==> src/hdl/jsd_pkg.sv <==
package jsd_pkg;

  // Field widths of the job and result transfers
  localparam int unsigned DlW  = 8;
  localparam int unsigned PrW  = 16;
  localparam int unsigned SumW = 24;

  // Default capacity
  localparam int unsigned MaxJobsDef     = 256;
  localparam int unsigned MaxDeadlineDef = 255;

endpackage

==> src/hdl/jsd_slot_mem.sv <==
module jsd_slot_mem #(
  parameter int unsigned DEPTH = 256,
  parameter int unsigned SW    = $clog2(DEPTH)
) (
  input  logic          clk_i,
  input  logic          we_i,
  input  logic [SW-1:0] waddr_i,
  input  logic [SW-1:0] wdata_i,
  input  logic [SW-1:0] raddr_i,
  output logic [SW-1:0] rdata_o
);
  import jsd_pkg::*;

  // union-find parent table
  logic [SW-1:0] par_mem [DEPTH];

  always_ff @(posedge clk_i) begin
    if (we_i) begin
      par_mem[waddr_i] <= wdata_i;
    end
    rdata_o <= par_mem[raddr_i];
  end

endmodule

==> config.mk <==
export PLATFORM = sky130hd
export DESIGN_NAME = jsd_slot_mem
export DESIGN_NICKNAME = d
export VERILOG_FILES = /design/src/hdl/jsd_pkg.sv /design/src/hdl/jsd_slot_mem.sv
export SDC_FILE = /design/constraint.sdc
export NUM_CORES = 2
export LEC_CHECK = 0
export BUFFER_PORTS_ARGS = -buffer_cell sky130_fd_sc_hd__buf_2
export CELL_PAD_IN_SITES_DETAIL_PLACEMENT = 1
export CELL_PAD_IN_SITES_GLOBAL_PLACEMENT = 2
export CORE_MARGIN = 4
export CORE_UTILIZATION = 45
export DETAILED_ROUTE_END_ITERATION = 8
export PLACE_DENSITY = 0.79
export SLEW_MARGIN = 25
export SYNTH_ARGS = -nofsm -noshare
export SYNTH_HDL_FRONTEND = slang
export SYNTH_SLANG_ARGS = --single-unit
==> constraint.sdc <==
create_clock -name clk_i -period 2.24 [get_ports clk_i]
set_input_delay 0.336 -clock clk_i [delete_from_list [all_inputs] [get_ports clk_i]]
set_output_delay 0.336 -clock clk_i [all_outputs]
set_load 0.05 [all_outputs]
==> impl_metrics.toml <==
[finish]
area_growth_pct = 19.42
finalNonFillerCells = 6994
fin_util_pct = 54.01
drive_gt1_share_pct = 33.61
finalNetCount = 4498

[critical_path]
cp_cell_sequence = "mux4_2, o211ai_1, nand3_1, nor4_4, buf_4, nor4_2"
path_delay_family = "simple AND/OR/NAND/NOR gates"
startpoint_type = "flop"
arrival_ns = 2.96
cp_num_buf_inv = 1
crit_slowest_cell = "nor4_4"
worstSetupPathType = "reg -> reg"
crit_fanout = 1
cp_slowest_stage_delay_ns = 0.57
critPathRequiredTime_ns = 2.95
worst_setup_path_end_kind = "flop"

[yosys]
syn_avg_cell_area_um2 = 21.31
ys_top_cells_by_area = "edfxtp_1 (77%), mux4_2 (13%), mux2i_1 (1.7%)"
syn_nets = 3759
yosysTopAreaCellShare_pct = 77.30
netlist_area_mm2 = 0.07956
synth_edf_count = 2048
ys_types = 55
ys_ff_latch = 2056
ys_async_sr_fraction_pct = 0
ys_seq_area_share_pct = 77.50
synth_top_area_cell = "edfxtp_1"
ys.flop_type = "edfxtp_1"
yosys_warnings = 0
netlist_instances = 3733

[timing]
rsz0062_at_grt = "yes"
fmax_mhz = 444.7
worst_pin_slew_ns = 0.9135
setup_ws_ns = -0.008777
finalSetupViolations = 2
hold_viol = 0
post-route-min-period_ns = 2.249
min_period_over_period_pct = 100.4
relSlewSlack_pct = 38.88
fin_skew_ns = 0.04817
tns_ns = -0.009056
timing_max_transition_violations_final = 0

[detailed_routing]
ant_nets = 0
drc = 0
avgViaCountPerCell = 6.116
wl_per_cell_um = 32.17
dr.pass1.iters = 5
vias = 42778
drt_iter0_drc = 5279
drt_wl_total_um = 225000

[clock_network]
cts_root_buffer = "clkbuf_16"
cts_tree = "done"
cts_sinks = 2056
clk_pin_slew_ns = 0.06
cts_buffer_depth = 3
insertion_delay_ns = 0.85
htreeDepth = 4
cts_buffers = 205

[die]
core_area_mm2 = 0.1759
die_h_um = 428.5
die_area_mm2 = 0.1836
ioPinCount = 34
start_util_pct = 45.22
die_w_um = 428.5
rows = 154

[place]
gp_congestion = 0.8476
port-buffer-count = 33
dpl.hpwl_um = 145000
dpl.cell_count = 6599

[global_route]
grt_max_degree = 106
grt_pass1_wl_um = 326400
grt_pass1_vias = 45030
grt.overflow.total = 0
grt.total_usage_pct = 24.36
antenna_found_initial = 12

[pwr]
max-vdd-ir-drop_uv = 709.4
leakagePower_nw = 30.86
powerDensity_mw_per_mm2 = 857.5

[outcome]
violations = "negative setup slack"
outcome = "finished, violations left"

[job]
cap_viol_max_count = 0

[hold_path]
hp-class = "in -> reg"
-- flip-flops by register name, indices dropped and copies added (netlist names) --
| signal | count |
|---|---|
| rdata_o | 8 |
| par_mem | 2048 |
-- layout by cell type (no fill, tap or decap), types with 11 or more instances in the layout --
cell / netlist / final
clkbuf_16: 0 / 206
o22ai_1: 28 / 27
nand3_1: 34 / 34
nor2b_1: 31 / 25
mux2i_1: 134 / 134
o221ai_1: 46 / 46
a221oi_1: 13 / 11
mux4_2: 454 / 455
nor4_1: 24 / 12
a21oi_1: 96 / 95
clkinv_2: 0 / 37
nand2_1: 33 / 33
clkinv_1: 1 / 52
buf_12: 8 / 94
buf_2: 31 / 21
clkbuf_1: 111 / 43
a22oi_1: 133 / 129
buf_4: 27 / 633
edfxtp_1: 2048 / 2048
nor2_1: 282 / 276
bufinv_16: 0 / 20
a211oi_1: 16 / 12
nor3_1: 22 / 14
-- worst paths after layout --
check	start	endpoint	slack [ns]	cells after the start
worst min-delay path	wdata_i[1]	par_mem[86][1]	0.08	1
worst max register to register	par_mem[50][0]	rdata_o[0]	-0.009	6
worst max-delay path	par_mem[50][0]	rdata_o[0]	-0.009	6
worst min register to register	par_mem[197][7]	rdata_o[7]	1.11	5
-- power by group --
part           internal [mW]  switching [mW]
clock network           19.4            14.8
logic                   1.91            2.87
registers               42.4           0.104
-- layout make-up --
type / count / area, µm²
Fill cell: 15347 / 80910
Sequential cell: 2056 / 61660
Multi-Input combinational cell: 1442 / 16780
Timing Repair Buffer: 765 / 6954
Clock buffer: 253 / 5371
Tap cell: 2340 / 2928
Clock inverter: 130 / 1295
Antenna cell: 6 / 15.01
Inverter: 2 / 7.507
-- per-stage QoR --
step	power, mW	instance area [µm²]	setup WS (ns)	hold WS (ns)
6_report	81.47	95010	-0.008777	0.07979
5_1_grt	83.94	95000	-0.04129	0.06958
4_1_cts	81.97	94920	-0.02253	0.05448
3_5_place_dp	47.97	87980	-1.078	0.6933
3_3_place_gp	47.82	87970	-1.348	0.6841
2_1_floorplan	45.42	79580	-0.001283	0.4349
-- routing by layer --
| layer | global-route usage [%] | vias up | wire [µm] |
|---|---|---|---|
| li1 | - | 17177 | - |
| met1 | 33.21 | 22939 | 86940 |
| met2 | 40.29 | 2238 | 111800 |
| met3 | 3.744 | 424 | 17290 |
| met4 | 8.789 | 0 | 9039 |
| met5 | 0 | - | 0 |
-- timing repair --
| action | 4_1_cts | 5_1_grt |
|---|---|---|
| endpoints found under the setup margin | 8 | 7 |
| endpoints found under the hold margin | 230 | 0 |
| buffers inserted | 0 | 0 |
| hold buffers | 7 | 0 |
| resized for setup | 40 | 15 |
| pin swaps | 13 | 10 |
-- synthesized netlist by cell type, drive strengths merged (6+ instances only) --
master	instances
edfxtp	2048
mux4	456
nor2	282
mux2i	134
a22oi	133
buf	122
clkbuf	111
a21oi	96
o221ai	47
nand3	34
nand2	33
nor2b	31
o22ai	28
nor4	27
nor3	22
a211oi	16
a221oi	14
o21ai	12
nand4	10
o211ai	10
a22o	8
dfxtp	8
nand2b	8
and2	6
-- cells by family (layout without fill, tap and decap cells) --
kind of cell           count (synthesis)  in the layout  share of synthesized area [%]
flip-flops                          2056           2056                          77.50
multiplexers                         591            591                          14.62
AND/OR/NAND/NOR                      466            466                          2.628
AO/OA/AOI/OAI                        385            385                          3.419
buffers and inverters                235           1150                          1.831
other                                  0              6                              0
No activity file was read; power rests on OpenSTA's default activity.
